[src/hw/rtl/tsp_pkg.sv]
// shared types, constants and helper functions of the timestamp text parser
// no dependencies; every rtl file but the defines header refers to this package by scoped names
`default_nettype none

package tsp_pkg;

    // text length limit and position counter width
    localparam int MAX_TEXT_LEN = 24;
    localparam int POS_W        = 5;
    localparam logic [POS_W-1:0] MAX_POS = POS_W'(MAX_TEXT_LEN);

    // fixed positions within the trimmed text
    localparam logic [POS_W-1:0] POS_DASH_A  = 5'd4;
    localparam logic [POS_W-1:0] POS_DASH_B  = 5'd7;
    localparam logic [POS_W-1:0] POS_SPACE   = 5'd10;
    localparam logic [POS_W-1:0] POS_COLON_A = 5'd13;
    localparam logic [POS_W-1:0] POS_COLON_B = 5'd16;
    localparam logic [POS_W-1:0] LEN_SHORT   = 5'd16;
    localparam logic [POS_W-1:0] LEN_FULL    = 5'd19;
    localparam logic [POS_W-1:0] YEAR_END    = 5'd3;
    localparam logic [POS_W-1:0] MONTH_END   = 5'd6;
    localparam logic [POS_W-1:0] DAY_END     = 5'd9;
    localparam logic [POS_W-1:0] HOUR_END    = 5'd12;
    localparam logic [POS_W-1:0] MINUTE_END  = 5'd15;

    // character codes
    localparam logic [7:0] CH_TAB   = 8'h09;
    localparam logic [7:0] CH_CR    = 8'h0D;
    localparam logic [7:0] CH_SPACE = 8'h20;
    localparam logic [7:0] CH_DASH  = 8'h2D;
    localparam logic [7:0] CH_ZERO  = 8'h30;
    localparam logic [7:0] CH_NINE  = 8'h39;
    localparam logic [7:0] CH_COLON = 8'h3A;

    // range limits
    localparam logic [6:0] MONTH_MAX      = 7'd12;
    localparam logic [6:0] HOUR_MAX       = 7'd23;
    localparam logic [6:0] MINUTE_MAX     = 7'd59;
    localparam logic [6:0] SECOND_MAX     = 7'd59;
    localparam logic [4:0] DAYS_LONG      = 5'd31;
    localparam logic [4:0] DAYS_SHORT     = 5'd30;
    localparam logic [4:0] DAYS_FEB_LEAP  = 5'd29;
    localparam logic [4:0] DAYS_FEB       = 5'd28;

    // record queue between front and back
    localparam int QUEUE_DEPTH = 2;
    localparam int QPTR_W      = 1;
    localparam int QCNT_W      = 2;

    // error codes
    typedef enum logic [3:0] {
        ERR_NONE      = 4'd0,
        ERR_LENGTH    = 4'd1,
        ERR_SEPARATOR = 4'd2,
        ERR_NONDIGIT  = 4'd3,
        ERR_MONTH     = 4'd4,
        ERR_DAY       = 4'd5,
        ERR_HOUR      = 4'd6,
        ERR_MINUTE    = 4'd7,
        ERR_SECOND    = 4'd8
    } err_t;

    // input transaction
    typedef struct packed {
        logic [7:0] char_byte;
        logic       last_byte;
    } text_t;

    // output transaction
    typedef struct packed {
        logic       time_valid;
        logic [3:0] error_code;
        logic [13:0] year_value;
        logic [6:0] month_value;
        logic [6:0] day_value;
        logic [6:0] hour_value;
        logic [6:0] minute_value;
        logic [6:0] second_value;
    } result_t;

    // fault flags gathered while scanning
    typedef struct packed {
        logic ov;
        logic sep;
        logic nd;
    } flags_t;

    // scanned text, handed from front to back
    typedef struct packed {
        flags_t           flags;
        logic [POS_W-1:0] pos;
        logic [13:0]      year;
        logic [6:0]       month;
        logic [6:0]       day;
        logic [6:0]       hour;
        logic [6:0]       minute;
        logic [6:0]       second;
        logic [1:0]       yhi_m4;
        logic [1:0]       ylo_m4;
        logic             ylo_zero;
    } rec_t;

    function automatic logic is_space(input logic [7:0] c);
        return (c == CH_SPACE) || ((c >= CH_TAB) && (c <= CH_CR));
    endfunction

    function automatic logic is_digit(input logic [7:0] c);
        return (c >= CH_ZERO) && (c <= CH_NINE);
    endfunction

    // saturating position from a one-bit-wider sum
    function automatic logic [POS_W-1:0] sat_pos(input logic [POS_W:0] s);
        if (s > {1'b0, MAX_POS})
            return MAX_POS;
        return s[POS_W-1:0];
    endfunction

    // faults raised by character c at trimmed position p
    function automatic flags_t place_chk(input logic [POS_W-1:0] p, input logic [7:0] c);
        flags_t f;
        f = '0;
        if (p >= LEN_FULL)
            f.ov = 1'b1;
        else if ((p == POS_DASH_A) || (p == POS_DASH_B))
            f.sep = (c != CH_DASH);
        else if (p == POS_SPACE)
            f.sep = (c != CH_SPACE);
        else if ((p == POS_COLON_A) || (p == POS_COLON_B))
            f.sep = (c != CH_COLON);
        else
            f.nd = !is_digit(c);
        return f;
    endfunction

    // month length, with february depending on the leap-year flag
    function automatic logic [4:0] days_in_month(input logic [3:0] m, input logic leap);
        logic [4:0] d;
        case (m)
            4'd4, 4'd6, 4'd9, 4'd11: d = DAYS_SHORT;
            4'd2:                    d = leap ? DAYS_FEB_LEAP : DAYS_FEB;
            default:                 d = DAYS_LONG;
        endcase
        return d;
    endfunction

endpackage

`default_nettype wire

[src/hw/rtl/tsp_front.sv]
// front end: accepts characters, trims whitespace, checks layout, builds fields
// depends on tsp_pkg; pushes one scanned record per text into tsp_queue
`default_nettype none

module tsp_front (
    input  wire logic          clk,
    input  wire logic          rst_n,
    input  wire logic          text_valid,
    output logic               text_ready,
    input  tsp_pkg::text_t     text_data,
    input  wire logic          q_full,
    output logic               push,
    output tsp_pkg::rec_t      push_rec
);

    tsp_pkg::rec_t               rec_reg, rec_upd, rec_next;
    logic                        started_reg, started_next;
    logic [tsp_pkg::POS_W-1:0]   pend_reg, pend_next;
    tsp_pkg::flags_t             held_reg, held_next;

    logic                        accept;
    logic [tsp_pkg::POS_W-1:0]   eff;
    tsp_pkg::flags_t             chk;
    logic                        take;
    logic [3:0]                  dgt;

    // accept whenever the queue can take a finished record
    assign text_ready = !q_full;
    assign accept     = text_valid && text_ready;
    assign push       = accept && text_data.last_byte;
    assign push_rec   = rec_upd;

    // position of this character once held whitespace counts as text
    assign eff  = tsp_pkg::sat_pos({1'b0, rec_reg.pos} + {1'b0, pend_reg});
    assign chk  = tsp_pkg::place_chk(eff, text_data.char_byte);
    assign take = (chk == '0) && tsp_pkg::is_digit(text_data.char_byte);
    assign dgt  = text_data.char_byte[3:0];

    // scan update for one transaction
    always_comb
    begin
        rec_upd      = rec_reg;
        started_next = started_reg;
        pend_next    = pend_reg;
        held_next    = held_reg;
        if (accept)
        begin
            if (tsp_pkg::is_space(text_data.char_byte))
            begin
                // whitespace is held until more text shows it is inner
                if (started_reg)
                begin
                    held_next = held_reg | chk;
                    pend_next = tsp_pkg::sat_pos({1'b0, pend_reg} + 1'b1);
                end
            end
            else
            begin
                started_next  = 1'b1;
                pend_next     = '0;
                held_next     = '0;
                rec_upd.flags = rec_reg.flags | held_reg | chk;
                rec_upd.pos   = tsp_pkg::sat_pos({1'b0, eff} + 1'b1);
                if (take)
                begin
                    if (eff <= tsp_pkg::YEAR_END)
                    begin
                        rec_upd.year = rec_reg.year * 14'd10 + 14'(dgt);
                        // year mod 4 kept per digit pair for the leap test
                        case (eff[1:0])
                            2'd0: rec_upd.yhi_m4 = {dgt[0], 1'b0};
                            2'd1: rec_upd.yhi_m4 = rec_reg.yhi_m4 + dgt[1:0];
                            2'd2:
                            begin
                                rec_upd.ylo_m4   = {dgt[0], 1'b0};
                                rec_upd.ylo_zero = (dgt == 4'd0);
                            end
                            default:
                            begin
                                rec_upd.ylo_m4   = rec_reg.ylo_m4 + dgt[1:0];
                                rec_upd.ylo_zero = rec_reg.ylo_zero && (dgt == 4'd0);
                            end
                        endcase
                    end
                    else if (eff <= tsp_pkg::MONTH_END)
                        rec_upd.month = rec_reg.month * 7'd10 + 7'(dgt);
                    else if (eff <= tsp_pkg::DAY_END)
                        rec_upd.day = rec_reg.day * 7'd10 + 7'(dgt);
                    else if (eff <= tsp_pkg::HOUR_END)
                        rec_upd.hour = rec_reg.hour * 7'd10 + 7'(dgt);
                    else if (eff <= tsp_pkg::MINUTE_END)
                        rec_upd.minute = rec_reg.minute * 7'd10 + 7'(dgt);
                    else
                        rec_upd.second = rec_reg.second * 7'd10 + 7'(dgt);
                end
            end
        end
        rec_next = rec_upd;
        // a finished text clears the scan state for the next one
        if (push)
        begin
            rec_next     = '0;
            started_next = 1'b0;
            pend_next    = '0;
            held_next    = '0;
        end
    end

    // scan state
    always_ff @(posedge clk or negedge rst_n)
    begin
        if (!rst_n)
        begin
            rec_reg     <= '0;
            started_reg <= 1'b0;
            pend_reg    <= '0;
            held_reg    <= '0;
        end
        else
        begin
            rec_reg     <= rec_next;
            started_reg <= started_next;
            pend_reg    <= pend_next;
            held_reg    <= held_next;
        end
    end

endmodule

`default_nettype wire

[src/hw/rtl/tsp_queue.sv]
// short record queue decoupling the scanning front from the checking back
// depends on tsp_pkg for the record type and depth
`default_nettype none

module tsp_queue (
    input  wire logic       clk,
    input  wire logic       rst_n,
    input  wire logic       push,
    input  tsp_pkg::rec_t   push_rec,
    input  wire logic       pop,
    output logic            full,
    output logic            head_valid,
    output tsp_pkg::rec_t   head_rec
);

    tsp_pkg::rec_t                 mem_reg [tsp_pkg::QUEUE_DEPTH];
    logic [tsp_pkg::QPTR_W-1:0]    wr_ptr_reg, wr_ptr_next;
    logic [tsp_pkg::QPTR_W-1:0]    rd_ptr_reg, rd_ptr_next;
    logic [tsp_pkg::QCNT_W-1:0]    cnt_reg, cnt_next;
    logic                          do_push, do_pop;

    function automatic logic [tsp_pkg::QPTR_W-1:0] ptr_inc(
        input logic [tsp_pkg::QPTR_W-1:0] p);
        if (p == tsp_pkg::QPTR_W'(tsp_pkg::QUEUE_DEPTH - 1))
            return '0;
        return p + 1'b1;
    endfunction

    assign full       = (cnt_reg == tsp_pkg::QCNT_W'(tsp_pkg::QUEUE_DEPTH));
    assign head_valid = (cnt_reg != '0);
    assign head_rec   = mem_reg[rd_ptr_reg];
    assign do_push    = push && !full;
    assign do_pop     = pop && head_valid;

    // pointer and fill count update
    always_comb
    begin
        wr_ptr_next = do_push ? ptr_inc(wr_ptr_reg) : wr_ptr_reg;
        rd_ptr_next = do_pop ? ptr_inc(rd_ptr_reg) : rd_ptr_reg;
        cnt_next    = cnt_reg;
        if (do_push && !do_pop)
            cnt_next = cnt_reg + 1'b1;
        else if (do_pop && !do_push)
            cnt_next = cnt_reg - 1'b1;
    end

    // control
    always_ff @(posedge clk or negedge rst_n)
    begin
        if (!rst_n)
        begin
            wr_ptr_reg <= '0;
            rd_ptr_reg <= '0;
            cnt_reg    <= '0;
        end
        else
        begin
            wr_ptr_reg <= wr_ptr_next;
            rd_ptr_reg <= rd_ptr_next;
            cnt_reg    <= cnt_next;
        end
    end

    // entry storage
    always_ff @(posedge clk)
    begin
        if (do_push)
            mem_reg[wr_ptr_reg] <= push_rec;
    end

endmodule

`default_nettype wire

[src/hw/rtl/tsp_back.sv]
// back end: range checks on a scanned record and the registered result stage
// depends on tsp_pkg; pops records from tsp_queue
`default_nettype none

module tsp_back (
    input  wire logic         clk,
    input  wire logic         rst_n,
    input  wire logic         head_valid,
    input  tsp_pkg::rec_t     head_rec,
    output logic              pop,
    output logic              result_valid,
    input  wire logic         result_ready,
    output tsp_pkg::result_t  result_data
);

    logic               out_valid_reg, out_valid_next;
    tsp_pkg::result_t   out_data_reg, out_data_next;
    tsp_pkg::result_t   res;
    tsp_pkg::err_t      err;
    logic               len_bad, month_ok, day_ok, leap;
    logic [4:0]         dim;

    // leap year from the two digit pairs of the year
    assign leap = head_rec.ylo_zero ? (head_rec.yhi_m4 == 2'd0) : (head_rec.ylo_m4 == 2'd0);
    assign dim  = tsp_pkg::days_in_month(head_rec.month[3:0], leap);

    assign len_bad  = head_rec.flags.ov ||
                      ((head_rec.pos != tsp_pkg::LEN_SHORT) &&
                       (head_rec.pos != tsp_pkg::LEN_FULL));
    assign month_ok = (head_rec.month != 7'd0) && (head_rec.month <= tsp_pkg::MONTH_MAX);
    assign day_ok   = (head_rec.day != 7'd0) && (head_rec.day <= {2'b00, dim});

    // first failing check wins
    always_comb
    begin
        if (len_bad)
            err = tsp_pkg::ERR_LENGTH;
        else if (head_rec.flags.sep)
            err = tsp_pkg::ERR_SEPARATOR;
        else if (head_rec.flags.nd)
            err = tsp_pkg::ERR_NONDIGIT;
        else if (!month_ok)
            err = tsp_pkg::ERR_MONTH;
        else if (!day_ok)
            err = tsp_pkg::ERR_DAY;
        else if (head_rec.hour > tsp_pkg::HOUR_MAX)
            err = tsp_pkg::ERR_HOUR;
        else if (head_rec.minute > tsp_pkg::MINUTE_MAX)
            err = tsp_pkg::ERR_MINUTE;
        else if (head_rec.second > tsp_pkg::SECOND_MAX)
            err = tsp_pkg::ERR_SECOND;
        else
            err = tsp_pkg::ERR_NONE;
    end

    // result fields, zero when the text failed
    always_comb
    begin
        res            = '0;
        res.error_code = err;
        if (err == tsp_pkg::ERR_NONE)
        begin
            res.time_valid   = 1'b1;
            res.year_value   = head_rec.year;
            res.month_value  = head_rec.month;
            res.day_value    = head_rec.day;
            res.hour_value   = head_rec.hour;
            res.minute_value = head_rec.minute;
            res.second_value = head_rec.second;
        end
    end

    // output register loads when empty or being drained
    assign pop = head_valid && (!out_valid_reg || result_ready);

    always_comb
    begin
        out_valid_next = out_valid_reg;
        out_data_next  = out_data_reg;
        if (pop)
        begin
            out_valid_next = 1'b1;
            out_data_next  = res;
        end
        else if (result_ready)
            out_valid_next = 1'b0;
    end

    always_ff @(posedge clk or negedge rst_n)
    begin
        if (!rst_n)
            out_valid_reg <= 1'b0;
        else
            out_valid_reg <= out_valid_next;
    end

    always_ff @(posedge clk)
    begin
        out_data_reg <= out_data_next;
    end

    assign result_valid = out_valid_reg;
    assign result_data  = out_data_reg;

endmodule

`default_nettype wire

[src/hw/rtl/timestamp_text_parser_core.sv]
// top level of the timestamp text parser: front scanner, record queue, checker back end
// depends on tsp_pkg, tsp_front, tsp_queue and tsp_back
//
//   channel   direction  handshake                     payload
//   text      in         text_valid / text_ready       tsp_pkg::text_t (char_byte, last_byte)
//   result    out        result_valid / result_ready   tsp_pkg::result_t
//
// one character per cycle while text_ready is high; the front scanner updates its counters in the cycle of acceptance
// a result reaches result_valid through the record queue and then the output register after its last byte is accepted
// the two-entry record queue plus the output register let the scanner run on
// while results wait; text_ready falls only when the queue is full
// reset is asynchronous and active low; no memory clearing pass follows it
`default_nettype none

module timestamp_text_parser_core (
    input  wire logic         clk,
    input  wire logic         rst_n,
    input  wire logic         text_valid,
    output logic              text_ready,
    input  tsp_pkg::text_t    text_data,
    output logic              result_valid,
    input  wire logic         result_ready,
    output tsp_pkg::result_t  result_data
);

    logic            q_full, push, pop, head_valid;
    tsp_pkg::rec_t   push_rec, head_rec;

    // character scanning
    tsp_front u_front (
        .clk        (clk),
        .rst_n      (rst_n),
        .text_valid (text_valid),
        .text_ready (text_ready),
        .text_data  (text_data),
        .q_full     (q_full),
        .push       (push),
        .push_rec   (push_rec)
    );

    // record queue
    tsp_queue u_queue (
        .clk        (clk),
        .rst_n      (rst_n),
        .push       (push),
        .push_rec   (push_rec),
        .pop        (pop),
        .full       (q_full),
        .head_valid (head_valid),
        .head_rec   (head_rec)
    );

    // range checks and result register
    tsp_back u_back (
        .clk          (clk),
        .rst_n        (rst_n),
        .head_valid   (head_valid),
        .head_rec     (head_rec),
        .pop          (pop),
        .result_valid (result_valid),
        .result_ready (result_ready),
        .result_data  (result_data)
    );

endmodule

`default_nettype wire

[config.mk]
export PLATFORM = sky130hd
export DESIGN_NAME = timestamp_text_parser_core
export DESIGN_NICKNAME = d
export VERILOG_FILES = /design/src/hw/rtl/tsp_pkg.sv /design/src/hw/rtl/tsp_front.sv /design/src/hw/rtl/tsp_queue.sv /design/src/hw/rtl/tsp_back.sv /design/src/hw/rtl/timestamp_text_parser_core.sv
export SDC_FILE = /design/constraint.sdc
export NUM_CORES = 1
export LEC_CHECK = 0
export BUFFER_PORTS_ARGS = -buffer_cell sky130_fd_sc_hd__clkbuf_2
export CAP_MARGIN = 30
export CELL_PAD_IN_SITES_DETAIL_PLACEMENT = 0
export CELL_PAD_IN_SITES_GLOBAL_PLACEMENT = 2
export CORE_MARGIN = 1
export CORE_UTILIZATION = 43
export CTS_CLUSTER_DIAMETER = 120
export DETAILED_ROUTE_END_ITERATION = 6
export PLACE_DENSITY = 0.89
export RECOVER_POWER = 50
export SLEW_MARGIN = 40
export SYNTH_ARGS = -nofsm -noshare
export SYNTH_HDL_FRONTEND = slang
export SYNTH_SLANG_ARGS = --single-unit
[constraint.sdc]
create_clock -name clk -period 6.05 [get_ports clk]
set_input_delay 0.3025 -clock clk [delete_from_list [all_inputs] [get_ports clk]]
set_output_delay 0.3025 -clock clk [all_outputs]
set_load 0.05 [all_outputs]
==> results.toml <==
[clock_tree]
cts_sinks = 254
path_clk_slew_ns = 0.06
cts_root_buffer = "clkbuf_16"
post_cts_resize_count = 0
cts_tree = "yes"
htreeDepth = 1
clock_path_buffers = 3
cts-buffers-inserted = 27
clk_latency_ns = 0.53
postCtsSetupBuffers = 0
ctsHoldBuffers = 1

[synthesis]
synth_ff_type = "edfxtp_1"
synth_area_leader_cell = "edfxtp_1"
yosysSeqAreaShare_pct = 56.00
synth_edf_count = 178
ys.warnings.count = 0
synth.avg_cell_area_sq_um = 12.50
ys_async_sr_fraction_pct = 29.92
synthCells = 1035
synthTopCellsByArea = "edfxtp_1 41%, dfrtp_1 15%, ha_1 7.3%, mux2i_1 3.8%, xnor2_1 3.1%"
ys_seq_elements = 254
syn-cell-area_sq_mm = 0.01294
yosysUniqueCellTypes = 74
synth_top_area_share_pct = 41.30

[timing]
period_share_pct = 87.92
skew_ns = 0.01781
tns_ns = 0
fmax_ghz = 0.1880
setup_viol_count_final = 0
worst_pin_slew_ns = 2.961
final_hold_viol_count = 0
final_max_slew_viol_count = 210
relSlewSlack_pct = -97.39
period_needed_ns = 5.319
rsz0062_at_grt = "no"
setup_ws_ns = 0.7311

[critical_path]
critPathSlowestCell = "or4_1"
path_common_cell = "ha_1"
cp_data_arrival_time_ns = 5.72
crit_path_end_kind = "flop"
critPathMaxStageDelay_ns = 0.66
crit_type = "reg2reg"
cp.required_ns = 6.45
cp_max_fo = 10
start_kind = "flop"
crit_chain = "ha_1 -> fa_1 -> a211oi_2 -> o22ai_1 -> nor4_4 -> nor2_1 -> nand2_1 -> inv_1 -> ha_1 -> and4_1 -> ha_1 -> or3_1 -> nor2_1 -> a31oi_1 -> or4_1 -> mux2_4 -> and2_1"

[pwr]
p_total_uw = 5351
leakagePower_uw = 0.005976
ir_worst_vdd_uv = 167.3
power.density_mw_per_mm2 = 369.0

[placement]
dpl.hpwl_microns = 18880
place.gp.congestion = 0.8465
numPortBuffers = 68
preCtsSetupSlack_ns = 0.7838

[outcome]
violations = "design-rule violations, max-capacitance violations, max-slew violations"
status = "finished, violations left"

[floorplanning]
fp.dieH_microns = 175.5
design.die.area_sq_mm = 0.03079
rows = 63
num_io_pins = 69
die_w_microns = 175.5
coreArea_sq_mm = 0.02964
initial_core_util_pct = 43.66

[global_route]
grt_first_pass_wirelength_microns = 43500
grt_pass1_vias = 8110
grt.overflow.total = 0
grt_max_degree = 62
grt_antenna_before_repair = 0
track_usage_pct = 17.91

[detailed_routing]
drc = 1
wl_per_cell_microns = 17.56
via_count = 8043
drtIter0Drc = 390
wirelength_microns = 26910
viasPerCell = 5.250
ant_nets = 0
first_pass_iters = 7

[final_layout]
largest_reg_flops = 124
drive_above_1_share_pct = 9.895
diodes = 0
area_growth_pct = 12.08
nets = 1223

[worst_hold_path]
min_path_type = "in2reg"

[job]
drv_cap = 5
synth_stat cells, types with 5 or more instances:
| master | n |
|---|---|
| o22ai_1 | 7 |
| o21ai_0 | 36 |
| inv_1 | 35 |
| a21o_1 | 10 |
| nor3b_1 | 10 |
| clkbuf_1 | 22 |
| nor2_1 | 81 |
| and2_1 | 56 |
| dfrtp_1 | 76 |
| edfxtp_1 | 178 |
| a31oi_1 | 5 |
| nor2b_1 | 13 |
| nor4_1 | 6 |
| nand2b_1 | 7 |
| fa_1 | 13 |
| xnor2_1 | 46 |
| nor3_1 | 14 |
| o21a_1 | 5 |
| a211oi_1 | 7 |
| a21oi_1 | 44 |
| xor2_1 | 23 |
| ha_1 | 75 |
| mux2_4 | 10 |
| nand3_1 | 19 |
| mux2i_1 | 49 |
| mux2_2 | 27 |
| nand2_1 | 76 |
| or4_1 | 6 |
worst max-delay path: cells and delay by family, from the launching register on:
kind | cells | cell delay [ns]
compound gates | 3 | 0.53
mux | 1 | 0.40
buf+inv | 1 | 0.12
fa+ha+maj | 4 | 1.30
simple gates | 8 | 2.38
flops | 1 | 0.45
cells in the final DEF (no fill, tap or decap), types with 14 or more instances in the layout:
master	instances
nor2_1	81
dfrtp_1	75
xnor2_1	46
clkbuf_1	73
clkbuf_16	27
ha_1	75
nor3_1	14
mux2i_1	49
and2_1	54
nand2_1	76
xor2_1	23
a21oi_1	44
o21ai_0	36
edfxtp_1	178
inv_1	35
mux2_2	27
nand3_1	19
final timing paths:
check	start	slack [ns]	cells after the start	end
min	result_ready	0.04	3	u_back.result_valid
max reg2reg	u_front.pend_reg[0]	0.73	17	u_front.rec_reg[8]
max in group asynchronous	rst_n	1.36	3	u_queue.rd_ptr_reg
max	u_front.pend_reg[0]	0.73	17	u_front.rec_reg[8]
min reg2reg	u_queue.wr_ptr_reg	0.49	1	u_queue.wr_ptr_reg
min in group asynchronous	rst_n	0.88	2	u_front.rec_reg[38]
cell type report:
cell class / instances / area [sq um]
Inverter: 35 / 131.4
Fill cell: 2657 / 15130
Tap cell: 390 / 488.0
Clock inverter: 13 / 125.1
Multi-Input combinational cell: 722 / 5436
Clock buffer: 36 / 729.5
Sequential cell: 254 / 7248
Timing Repair Buffer: 82 / 345.3
power breakdown:
| group | switching [uW] | leakage [uW] | internal [uW] |
|---|---|---|---|
| Combinational | 1080 | 0.00281 | 369 |
| Sequential | 107 | 0.00274 | 2200 |
| Clock | 665 | 0.000423 | 933 |
per-stage QoR:
step	utilization [%]	area [sq um]	hold slack, ns	std cells
final	48.94	14500	0.03920	1532
after floorplan	-	12970	0.006909	1043
after global routing	48.94	14500	0.05338	1532
after CTS	49.42	14650	0.02112	1532
after global placement	46.36	13740	0.2901	1480
after detailed placement	46.50	13780	0.2952	1482
layer usage:
| layer | track usage, % | up-vias | wire [microns] |
|---|---|---|---|
| met5 | 0 | - | 0 |
| met4 | 4.457 | 0 | 504 |
| met3 | 2.121 | 41 | 1133 |
| met2 | 30.34 | 165 | 12800 |
| met1 | 24.50 | 3900 | 12470 |
| li1 | - | 3937 | - |
logic make-up (layout without fill, tap and decap cells):
family	Yosys count	count (layout)	synth area share, %
muxes	86	86	7.300
DFF	254	254	56.00
other	1	9	0.02898
buffers and inverters	67	166	2.233
AOI/OAI and AO/OA	151	151	7.619
xor gates and xnor gates	70	70	4.796
adders and majority gates	88	88	9.262
and+or+nand+nor	318	318	12.76
(Power assumes the default switching activity.)
